==> src/rtl/cswl_pkg.sv <==
// cswl_pkg: sizes, types and sequencer states of the cyclic step-waveform lookup
// used by cyclic_step_waveform_lookup; no dependencies
package cswl_pkg;

   localparam int MAX_ENTRIES   = 16;
   localparam int DURATION_BITS = 16;
   localparam int TIME_BITS     = 32;
   localparam int LEVEL_BITS    = 32;

   localparam int IDX_W    = 4;   // entry_index field
   localparam int SEG_W    = 4;   // segment field
   localparam int PH_W     = 17;  // phase register, Q0.16 plus the full-period bit
   localparam int PH_FRAC  = 16;
   localparam int PH_FULL  = 65536;
   // room for the durations of all slots and some slack
   localparam int SUM_BITS = DURATION_BITS + $clog2(MAX_ENTRIES + 1);
   localparam int ST_DEPTH = MAX_ENTRIES + 1;
   localparam int ST_AW    = $clog2(ST_DEPTH);
   localparam int LV_AW    = (MAX_ENTRIES > 1) ? $clog2(MAX_ENTRIES) : 1;
   localparam int WK_W     = ST_AW + 1;
   localparam int DIV_CW   = (TIME_BITS > 1) ? $clog2(TIME_BITS) : 1;

   typedef logic [SUM_BITS-1:0]      sum_type;
   typedef logic [SUM_BITS:0]        sum1_type;
   typedef logic [SUM_BITS+PH_W-1:0] prod_type;
   typedef logic [PH_W-1:0]          phase_type;
   typedef logic [ST_AW-1:0]         st_addr_type;
   typedef logic [LV_AW-1:0]         lv_addr_type;
   typedef logic [WK_W-1:0]          walk_type;
   typedef logic [DIV_CW-1:0]        div_cnt_type;
   typedef logic [SEG_W-1:0]         seg_type;
   typedef logic [TIME_BITS-1:0]     time_type;
   typedef logic [DURATION_BITS-1:0] dur_type;
   typedef logic [LEVEL_BITS-1:0]    level_type;

   typedef enum logic [3:0] {
      S_IDLE,
      S_LOAD2,
      S_PER,
      S_MUL,
      S_DIV,
      S_FIX,
      S_WALK,
      S_LVL,
      S_RESP
   } state_type;

endpackage

==> src/rtl/cswl_ram.sv <==
// cswl_ram: generic single-write, single-read ram with registered read data
// no dependencies
module cswl_ram #(
   parameter int WIDTH = 8,
   parameter int DEPTH = 16
) (
   input  logic                                        clock,
   input  logic                                        wr_en,
   input  logic [((DEPTH > 1) ? $clog2(DEPTH) : 1)-1:0] wr_addr,
   input  logic [WIDTH-1:0]                             wr_data,
   input  logic                                        rd_en,
   input  logic [((DEPTH > 1) ? $clog2(DEPTH) : 1)-1:0] rd_addr,
   output logic [WIDTH-1:0]                             rd_data
);

   logic [WIDTH-1:0] mem_ff [DEPTH];
   logic [WIDTH-1:0] rd_data_ff;

   always_ff @(posedge clock) begin
      if (wr_en) begin
         mem_ff[wr_addr] <= wr_data;
      end
      if (rd_en) begin
         rd_data_ff <= mem_ff[rd_addr];
      end
   end

   assign rd_data = rd_data_ff;

endmodule

==> src/rtl/cyclic_step_waveform_lookup.sv <==
// cyclic_step_waveform_lookup: sequencer around the start-time and level rams
// depends on cswl_pkg and cswl_ram
//
// A load beat writes the start-time ram in S_IDLE and again in S_LOAD2 (the two
// start-time writes share one ram port). A query steps through S_PER, S_MUL, a
// bit-serial remainder in S_DIV of one step per cycle, S_FIX, then a walk over the
// start-time ram in S_WALK at one entry per cycle, S_LVL and S_RESP. When no
// segment holds the time the walk covers the whole list. An empty table answers
// from S_IDLE straight into S_RESP and a zero period from S_MUL. New beats are
// taken only between items, but a finished result waits in its output register
// while the next item is taken.
module cyclic_step_waveform_lookup (
   input  logic                            clock,
   input  logic                            reset,
   input  logic                            req_valid,
   output logic                            req_ready,
   input  logic                            req_func,
   input  logic [cswl_pkg::IDX_W-1:0]      req_entry_index,
   input  logic [cswl_pkg::DURATION_BITS-1:0] req_duration,
   input  logic signed [cswl_pkg::LEVEL_BITS-1:0] req_level_in,
   input  logic                            req_last_entry,
   input  logic [cswl_pkg::TIME_BITS-1:0]  req_time_now,
   output logic                            rsp_valid,
   input  logic                            rsp_ready,
   output logic signed [cswl_pkg::LEVEL_BITS-1:0] rsp_level_out,
   output logic [cswl_pkg::SEG_W-1:0]      rsp_segment,
   output logic                            rsp_no_table,
   input  logic                            csr_valid,
   output logic                            csr_ready,
   input  logic [cswl_pkg::PH_W-1:0]       csr_phase_delay
);

   cswl_pkg::state_type   state_ff, state_in;
   cswl_pkg::st_addr_type cnt_ff, cnt_in;
   cswl_pkg::sum_type     sum_ff, sum_in;
   cswl_pkg::phase_type   phase_ff;
   cswl_pkg::st_addr_type nxt_addr_ff, nxt_addr_in;
   cswl_pkg::time_type    time_ff, time_in;
   cswl_pkg::time_type    tsh_ff, tsh_in;
   cswl_pkg::sum_type     period_ff, period_in;
   cswl_pkg::prod_type    prod_ff, prod_in;
   cswl_pkg::sum_type     offset_ff, offset_in;
   cswl_pkg::sum_type     rem_ff, rem_in;
   cswl_pkg::div_cnt_type div_cnt_ff, div_cnt_in;
   cswl_pkg::walk_type    walk_ff, walk_in;
   logic                  dv_ff, dv_in;
   cswl_pkg::st_addr_type dk_ff, dk_in;
   cswl_pkg::sum_type     prev_ff, prev_in;
   cswl_pkg::lv_addr_type seg_ff, seg_in;
   cswl_pkg::level_type   lvl_ff, lvl_in;
   logic                  nt_ff, nt_in;
   logic                  rsp_valid_ff, rsp_valid_in;
   cswl_pkg::level_type   rsp_level_ff, rsp_level_in;
   cswl_pkg::seg_type     rsp_seg_ff, rsp_seg_in;
   logic                  rsp_nt_ff, rsp_nt_in;

   logic                  st_we, st_re;
   cswl_pkg::st_addr_type st_waddr, st_raddr;
   cswl_pkg::sum_type     st_wdata, st_rdata;
   logic                  lv_we, lv_re;
   cswl_pkg::lv_addr_type lv_waddr, lv_raddr;
   cswl_pkg::level_type   lv_wdata, lv_rdata;

   cswl_pkg::phase_type   ph_sat;
   cswl_pkg::sum_type     base_sum;
   cswl_pkg::sum1_type    trial;
   cswl_pkg::sum1_type    wrap;
   logic                  hit;

   cswl_ram #(.WIDTH(cswl_pkg::SUM_BITS), .DEPTH(cswl_pkg::ST_DEPTH)) u_start_ram (
      .clock   (clock),
      .wr_en   (st_we),
      .wr_addr (st_waddr),
      .wr_data (st_wdata),
      .rd_en   (st_re),
      .rd_addr (st_raddr),
      .rd_data (st_rdata)
   );

   cswl_ram #(.WIDTH(cswl_pkg::LEVEL_BITS), .DEPTH(cswl_pkg::MAX_ENTRIES)) u_level_ram (
      .clock   (clock),
      .wr_en   (lv_we),
      .wr_addr (lv_waddr),
      .wr_data (lv_wdata),
      .rd_en   (lv_re),
      .rd_addr (lv_raddr),
      .rd_data (lv_rdata)
   );

   assign req_ready     = (state_ff == cswl_pkg::S_IDLE);
   assign csr_ready     = 1'b1;
   assign rsp_valid     = rsp_valid_ff;
   assign rsp_level_out = rsp_level_ff;
   assign rsp_segment   = rsp_seg_ff;
   assign rsp_no_table  = rsp_nt_ff;

   assign ph_sat   = (phase_ff > cswl_pkg::phase_type'(cswl_pkg::PH_FULL)) ?
                     cswl_pkg::phase_type'(cswl_pkg::PH_FULL) : phase_ff;
   assign base_sum = (req_entry_index == '0) ? '0 : sum_ff;
   assign trial    = {rem_ff, tsh_ff[cswl_pkg::TIME_BITS-1]};
   assign wrap     = cswl_pkg::sum1_type'(rem_ff) + cswl_pkg::sum1_type'(offset_ff);
   assign hit      = dv_ff && (dk_ff != '0) && (prev_ff <= rem_ff) && (rem_ff < st_rdata);

   always_comb begin
      state_in     = state_ff;
      cnt_in       = cnt_ff;
      sum_in       = sum_ff;
      nxt_addr_in  = nxt_addr_ff;
      time_in      = time_ff;
      tsh_in       = tsh_ff;
      period_in    = period_ff;
      prod_in      = prod_ff;
      offset_in    = offset_ff;
      rem_in       = rem_ff;
      div_cnt_in   = div_cnt_ff;
      walk_in      = walk_ff;
      dv_in        = 1'b0;
      dk_in        = dk_ff;
      prev_in      = prev_ff;
      seg_in       = seg_ff;
      lvl_in       = lvl_ff;
      nt_in        = nt_ff;
      rsp_valid_in = rsp_valid_ff && !rsp_ready;
      rsp_level_in = rsp_level_ff;
      rsp_seg_in   = rsp_seg_ff;
      rsp_nt_in    = rsp_nt_ff;
      st_we        = 1'b0;
      st_waddr     = '0;
      st_wdata     = '0;
      st_re        = 1'b0;
      st_raddr     = '0;
      lv_we        = 1'b0;
      lv_waddr     = '0;
      lv_wdata     = '0;
      lv_re        = 1'b0;
      lv_raddr     = '0;

      case (state_ff)
         cswl_pkg::S_IDLE: begin
            if (req_valid) begin
               if (!req_func) begin
                  if (int'(req_entry_index) < cswl_pkg::MAX_ENTRIES) begin
                     st_we       = 1'b1;
                     st_waddr    = cswl_pkg::st_addr_type'(req_entry_index);
                     st_wdata    = base_sum;
                     lv_we       = 1'b1;
                     lv_waddr    = cswl_pkg::lv_addr_type'(req_entry_index);
                     lv_wdata    = cswl_pkg::level_type'(req_level_in);
                     sum_in      = base_sum + cswl_pkg::sum_type'(req_duration);
                     nxt_addr_in = cswl_pkg::st_addr_type'(req_entry_index) + 1'b1;
                     if (req_entry_index == '0) begin
                        cnt_in = '0;
                     end
                     if (req_last_entry) begin
                        cnt_in = cswl_pkg::st_addr_type'(req_entry_index) + 1'b1;
                     end
                     state_in = cswl_pkg::S_LOAD2;
                  end
               end else begin
                  time_in = req_time_now;
                  if (cnt_ff == '0) begin
                     nt_in    = 1'b1;
                     seg_in   = '0;
                     lvl_in   = '0;
                     state_in = cswl_pkg::S_RESP;
                  end else begin
                     st_re    = 1'b1;
                     st_raddr = cnt_ff;
                     state_in = cswl_pkg::S_PER;
                  end
               end
            end
         end
         cswl_pkg::S_LOAD2: begin
            st_we    = 1'b1;
            st_waddr = nxt_addr_ff;
            st_wdata = sum_ff;
            state_in = cswl_pkg::S_IDLE;
         end
         cswl_pkg::S_PER: begin
            period_in = st_rdata;
            state_in  = cswl_pkg::S_MUL;
         end
         cswl_pkg::S_MUL: begin
            if (period_ff == '0) begin
               nt_in    = 1'b1;
               seg_in   = '0;
               lvl_in   = '0;
               state_in = cswl_pkg::S_RESP;
            end else begin
               prod_in    = cswl_pkg::prod_type'(period_ff) * cswl_pkg::prod_type'(ph_sat);
               rem_in     = '0;
               tsh_in     = time_ff;
               div_cnt_in = cswl_pkg::div_cnt_type'(cswl_pkg::TIME_BITS - 1);
               state_in   = cswl_pkg::S_DIV;
            end
         end
         cswl_pkg::S_DIV: begin
            // restoring remainder, one time bit a cycle
            if (trial >= {1'b0, period_ff}) begin
               rem_in = cswl_pkg::sum_type'(trial - {1'b0, period_ff});
            end else begin
               rem_in = cswl_pkg::sum_type'(trial);
            end
            tsh_in    = tsh_ff << 1;
            offset_in = period_ff - cswl_pkg::sum_type'(prod_ff >> cswl_pkg::PH_FRAC);
            if (div_cnt_ff == '0) begin
               state_in = cswl_pkg::S_FIX;
            end else begin
               div_cnt_in = div_cnt_ff - 1'b1;
            end
         end
         cswl_pkg::S_FIX: begin
            // offset is at most one period, so one subtract wraps it
            if (wrap >= {1'b0, period_ff}) begin
               rem_in = cswl_pkg::sum_type'(wrap - {1'b0, period_ff});
            end else begin
               rem_in = cswl_pkg::sum_type'(wrap);
            end
            walk_in  = '0;
            state_in = cswl_pkg::S_WALK;
         end
         cswl_pkg::S_WALK: begin
            if (walk_ff <= cswl_pkg::walk_type'(cnt_ff)) begin
               st_re    = 1'b1;
               st_raddr = cswl_pkg::st_addr_type'(walk_ff);
               dv_in    = 1'b1;
               dk_in    = cswl_pkg::st_addr_type'(walk_ff);
               walk_in  = walk_ff + 1'b1;
            end
            if (dv_ff) begin
               prev_in = st_rdata;
               if (hit || (dk_ff == cnt_ff)) begin
                  // no hit selects entry 0
                  seg_in   = hit ? cswl_pkg::lv_addr_type'(dk_ff - 1'b1) : '0;
                  lv_re    = 1'b1;
                  lv_raddr = hit ? cswl_pkg::lv_addr_type'(dk_ff - 1'b1) : '0;
                  nt_in    = 1'b0;
                  dv_in    = 1'b0;
                  state_in = cswl_pkg::S_LVL;
               end
            end
         end
         cswl_pkg::S_LVL: begin
            lvl_in   = lv_rdata;
            state_in = cswl_pkg::S_RESP;
         end
         cswl_pkg::S_RESP: begin
            if (!rsp_valid_ff || rsp_ready) begin
               rsp_valid_in = 1'b1;
               rsp_level_in = lvl_ff;
               rsp_seg_in   = cswl_pkg::seg_type'(seg_ff);
               rsp_nt_in    = nt_ff;
               state_in     = cswl_pkg::S_IDLE;
            end
         end
         default: begin
            state_in = cswl_pkg::S_IDLE;
         end
      endcase
   end

   always_ff @(posedge clock) begin
      if (reset) begin
         state_ff     <= cswl_pkg::S_IDLE;
         cnt_ff       <= '0;
         sum_ff       <= '0;
         phase_ff     <= '0;
         dv_ff        <= 1'b0;
         rsp_valid_ff <= 1'b0;
      end else begin
         state_ff     <= state_in;
         cnt_ff       <= cnt_in;
         sum_ff       <= sum_in;
         dv_ff        <= dv_in;
         rsp_valid_ff <= rsp_valid_in;
         if (csr_valid) begin
            phase_ff <= csr_phase_delay;
         end
      end
   end

   always_ff @(posedge clock) begin
      nxt_addr_ff  <= nxt_addr_in;
      time_ff      <= time_in;
      tsh_ff       <= tsh_in;
      period_ff    <= period_in;
      prod_ff      <= prod_in;
      offset_ff    <= offset_in;
      rem_ff       <= rem_in;
      div_cnt_ff   <= div_cnt_in;
      walk_ff      <= walk_in;
      dk_ff        <= dk_in;
      prev_ff      <= prev_in;
      seg_ff       <= seg_in;
      lvl_ff       <= lvl_in;
      nt_ff        <= nt_in;
      rsp_level_ff <= rsp_level_in;
      rsp_seg_ff   <= rsp_seg_in;
      rsp_nt_ff    <= rsp_nt_in;
   end

   a_nt_zero: assert property (@(posedge clock) disable iff (reset)
      (rsp_valid_ff && rsp_nt_ff) |-> (rsp_level_ff == '0 && rsp_seg_ff == '0))
      else $error("empty-table beat carries a level or segment");

   a_div_range: assert property (@(posedge clock) disable iff (reset)
      (state_ff == cswl_pkg::S_DIV) |-> (rem_ff < period_ff))
      else $error("partial remainder reached the period");

   a_walk_range: assert property (@(posedge clock) disable iff (reset)
      (state_ff == cswl_pkg::S_WALK) |-> (rem_ff < period_ff))
      else $error("phased time not reduced below the period");

   a_cnt_max: assert property (@(posedge clock) disable iff (reset)
      int'(cnt_ff) <= cswl_pkg::MAX_ENTRIES)
      else $error("entry count beyond table size");

endmodule
==> config.mk <==
export PLATFORM = sky130hd
export DESIGN_NAME = cyclic_step_waveform_lookup
export DESIGN_NICKNAME = d
export VERILOG_FILES = /design/src/rtl/cswl_pkg.sv /design/src/rtl/cswl_ram.sv /design/src/rtl/cyclic_step_waveform_lookup.sv
export SDC_FILE = /design/constraint.sdc
export NUM_CORES = 2
export LEC_CHECK = 0
export BUFFER_PORTS_ARGS = -buffer_cell sky130_fd_sc_hd__buf_2
export CAP_MARGIN = 20
export CORE_UTILIZATION = 60
export DETAILED_ROUTE_END_ITERATION = 8
export PLACE_DENSITY = 0.79
export SLEW_MARGIN = 20
export SYNTH_ARGS = -nofsm -noshare
export SYNTH_HDL_FRONTEND = slang
export SYNTH_SLANG_ARGS = --single-unit
==> constraint.sdc <==
create_clock -name clock -period 10.3 [get_ports clock]
set_clock_uncertainty 0.1 [all_clocks]
set_input_delay 0.515 -clock clock [delete_from_list [all_inputs] [get_ports clock]]
set_output_delay 0.515 -clock clock [all_outputs]
set_load 0.05 [all_outputs]
==> flow_summary.yaml <==
timing:
  tns_ns: 0
  rsz0062_at_grt: "false"
  fmax_mhz: 122
  fin_crit_sh: 0.797
  slew_viol_final: 0
  hold_viol: 0
  finalWorstSetupSlack_ns: 2.09
  tightest_slew_ns: 1.23
  slew_headroom: 0.178
  fin_hold_ws_ns: 0.0806
  period_needed_ns: 8.21
  final-setup-viol-count: 0
power:
  cellPowerDensity_nw_per_um2: 169
  p_switching_w: 0.00302
  ir_drop_v: 0.000236
  intPower_w: 0.00897
  seq_power_share: 0.479
  p_leak_nw: 27.9
  clkPwrFrac: 0.377
  switching_share: 0.252
  power_frac_comb: 0.144
floorplanning:
  num_rows: 119
  die_h_um: 329
  io_pins: 148
  dieArea_um2: 108000
  coreArea_um2: 106000
  initial_core_util: 0.606
  chipWidth_um: 329
clock_tree:
  cts_buffers: 119
  post-cts-setup-buffer-count: 0
  cts_tree: "built"
  cts_sinks: 1235
  clk_latency_ns: 0.73
  clk_pin_slew_ns: 0.06
  cts_resized: 0
  clock_path_buffers: 3
  clockRootBuffer: "clkbuf_16"
  htreeDepth: 3
worst_setup_path:
  reg2reg_depth: 24
  rr_endpoint: "prod_ff[36]"
  r2r_setup_slack_ns: 2.09
  criticalPathCategory: "reg -> reg"
  worstPathArrival_ns: 8.58
  start_kind: "flip-flop"
  worstPathRequired_ns: 10.67
  cp_max_fo: 16
  r2r_start: "phase_ff[16]"
  endpoint_kind: "flip-flop"
drt:
  vias: 42500
  firstDrtPassIters: 9
  viasPerCell: 6.09
  post_drt_wl_per_cell_um: 22.6
  ant_nets: 0
  routed_wl_mm: 157
  drtIter0Drc: 4690
  route.detailed.drc: 28
global_routing:
  overflow: 0
  grt_pass1_vias: 42400
  grtUsageTotal: 0.293
  grt_pass1_wl_mm: 240
  antenna_found_initial: 7
  grt_start_max_net_pins: 79
placed_design:
  io_buffer_count: 146
  postPlaceCellArea_um2: 66400
  gp_congestion: 0.921
  hpwlAfterDp_mm: 94.6
  preCtsSetupSlack_ns: 2.29
  place_inst: 6694
worst_hold_path:
  worstHoldStart: "req_last_entry"
  hold_path.class: "in -> reg"
  whs_endpoint: "cnt_ff[3]"
  whs_path_depth: 3
logic_synthesis:
  synth_cells: 5324
  syn_area_per_cell_um2: 12.0
  async_flop_share: 0
  synth_nets: 5975
  ys_ff_latch: 1235
  yosys_warnings: 0
  synth_cell_types: 80
  synth_ff_type: "edfxtp_1"
  synth-edff-count: 1186
  synth_area_um2: 64000
  ys_seq_area_frac: 0.572
cells_and_area:
  area_delta_synth_final_pct: 11.0
  multi_input_area_um2: 25000
  final_nets: 6125
  fillerInstances: 7220
  final_cell_area_um2: 71100
  ff_latch_area_um2: 36600
  fin_cells: 6969
  drive_above_1_share: 0.0913
outcome:
  violations: "design-rule violations"
  outcome: "finished with violations"
flow_run:
  cap_violations: 0
-- Yosys cell counts (18+ instances only) --
library cell / number / area [um2]
edfxtp_1: 1186 / 35600
ha_1: 257 / 3220
nand3_1: 184 / 921
o22ai_1: 45 / 282
mux2i_1: 101 / 1010
buf_2: 43 / 215
xor2_1: 39 / 342
a311oi_1: 22 / 193
a211oi_1: 65 / 488
dfxtp_1: 49 / 981
a32oi_1: 68 / 596
nor2_1: 169 / 634
and3_1: 59 / 369
and2_1: 248 / 1550
nor2b_1: 68 / 425
a21oi_1: 180 / 901
a31oi_1: 82 / 513
nand2_1: 1044 / 3920
and4b_1: 32 / 320
nand4_1: 20 / 125
nand2b_1: 25 / 156
o21ai_0: 62 / 310
o21a_1: 18 / 135
fa_1: 286 / 5730
clkbuf_1: 183 / 687
a21o_1: 43 / 323
buf_1: 25 / 93.8
xnor2_1: 85 / 744
inv_1: 441 / 1660
nor3_1: 29 / 145
-- what timing repair did --
action,in CTS,in global routing
endpoints found under the hold margin,49,0
hold buffers,49,0
endpoints found under the setup margin,0,0
-- metal layers --
metal  share of wire  vias up  wire length [um]  track usage
li1                -    19000                 -            -
met1            0.39    20900             61600        0.401
met2            0.47     2253             74200        0.469
met3            0.10      337             16400       0.0549
met4           0.033        4              5150        0.105
met5         0.00011        -                18            0
-- final cells by class --
type / count / share of cell area
flip-flops and latches: 1235 / 0.515
multi-input cells: 3385 / 0.352
clock buffers: 141 / 0.0435
repair buffers: 289 / 0.0274
well taps: 1391 / 0.0245
inverters: 444 / 0.0235
clock inverters: 81 / 0.0139
diodes: 3 / 0.000106
-- cell usage in the layout, fill, tap and decap left out, drive strengths merged, types with 10 or more instances in the layout --
| cell type | instances |
|---|---|
| a211oi | 65 |
| a21o | 43 |
| a21oi | 181 |
| a311oi | 22 |
| a31oi | 82 |
| a32oi | 68 |
| and2 | 248 |
| and3 | 59 |
| and4b | 32 |
| buf | 240 |
| bufinv | 19 |
| clkbuf | 141 |
| clkinv | 48 |
| dfxtp | 49 |
| dlygate4sd3 | 49 |
| edfxtp | 1186 |
| fa | 286 |
| ha | 257 |
| inv | 451 |
| mux2i | 101 |
| nand2 | 1044 |
| nand2b | 25 |
| nand3 | 184 |
| nand4 | 20 |
| nor2 | 171 |
| nor2b | 68 |
| nor3 | 29 |
| nor4 | 22 |
| o21a | 18 |
| o21ai | 62 |
| o21bai | 14 |
| o22ai | 45 |
| or3 | 10 |
| xnor2 | 85 |
| xor2 | 39 |
-- logic make-up after synthesis --
kind of cell	after synthesis	share of synthesized area
mux	106	0.0170
fa+ha+maj	543	0.140
simple gates	1939	0.141
other cells	1	0.0000586
xor+xnor	124	0.0170
compound gates	672	0.0700
buf+inv	704	0.0430
flops	1235	0.572
-- power by group through the flow --
| stage | logic [W] | registers [W] | clock network (W) |
|---|---|---|---|
| 4_1_cts | 0.00172 | 0.00575 | 0.00456 |
| 3_5_place_dp | 0.00168 | 0.00585 | 0 |
| 6_report | 0.00172 | 0.00575 | 0.00452 |
| 3_3_place_gp | 0.00163 | 0.00585 | 0 |
| 5_1_grt | 0.00194 | 0.00576 | 0.00475 |
| 2_1_floorplan | 0.00118 | 0.00586 | 0 |
-- worst max-delay path, cell delays in order, from the launching register on --
cell and delay, ns:
dfxtp_1 0.33, inv_1 0.21, a41oi_1 0.76, nor2b_1 0.30
buf_4 0.29, and2_1 0.19, fa_1 0.52, inv_1 0.06
fa_1 0.54, inv_1 0.05, fa_1 0.51, fa_1 0.43
fa_1 0.50, inv_1 0.05, fa_1 0.47, inv_1 0.04
ha_1 0.34, nand3_1 0.10, o31ai_1 0.81, nand2_1 0.22
a21oi_1 0.46, a211o_1 0.27, a2111o_1 0.18, a31oi_1 0.11
xnor2_1 0.13
-- sequential cells by signal, indices dropped and copies added, names as in the netlist, 6 cells and up --
name                 cells
rem_ff                  21
period_ff               21
prev_ff                 21
tsh_ff                  32
phase_ff                17
walk_ff                  6
prod_ff                 21
rsp_level_out           32
sum_ff                  21
offset_ff               21
u_level_ram.mem_ff     512
lvl_ff                  32
u_level_ram.rd_data     32
time_ff                 32
u_start_ram.mem_ff     357
u_start_ram.rd_data     21
-- through the flow --
step           utilization  total power (W)
2_1_floorplan            -          0.00704
3_3_place_gp         0.629          0.00748
3_5_place_dp         0.629          0.00754
4_1_cts              0.673           0.0120
5_1_grt              0.673           0.0124
6_report             0.673           0.0120
-- worst max-delay path by stage --
stage                 start  slack (ns)  depth (start not counted)          end
6_report       phase_ff[16]        2.09                         24  prod_ff[36]
5_1_grt         phase_ff[0]        1.79                         22  prod_ff[36]
4_1_cts        phase_ff[16]        2.29                         24  prod_ff[36]
3_5_place_dp   phase_ff[16]        2.29                         24  prod_ff[36]
3_3_place_gp   phase_ff[16]        2.54                         25  prod_ff[36]
2_1_floorplan  phase_ff[16]        3.17                         26  prod_ff[36]
Note: power is estimated with default switching activity, not from simulation.
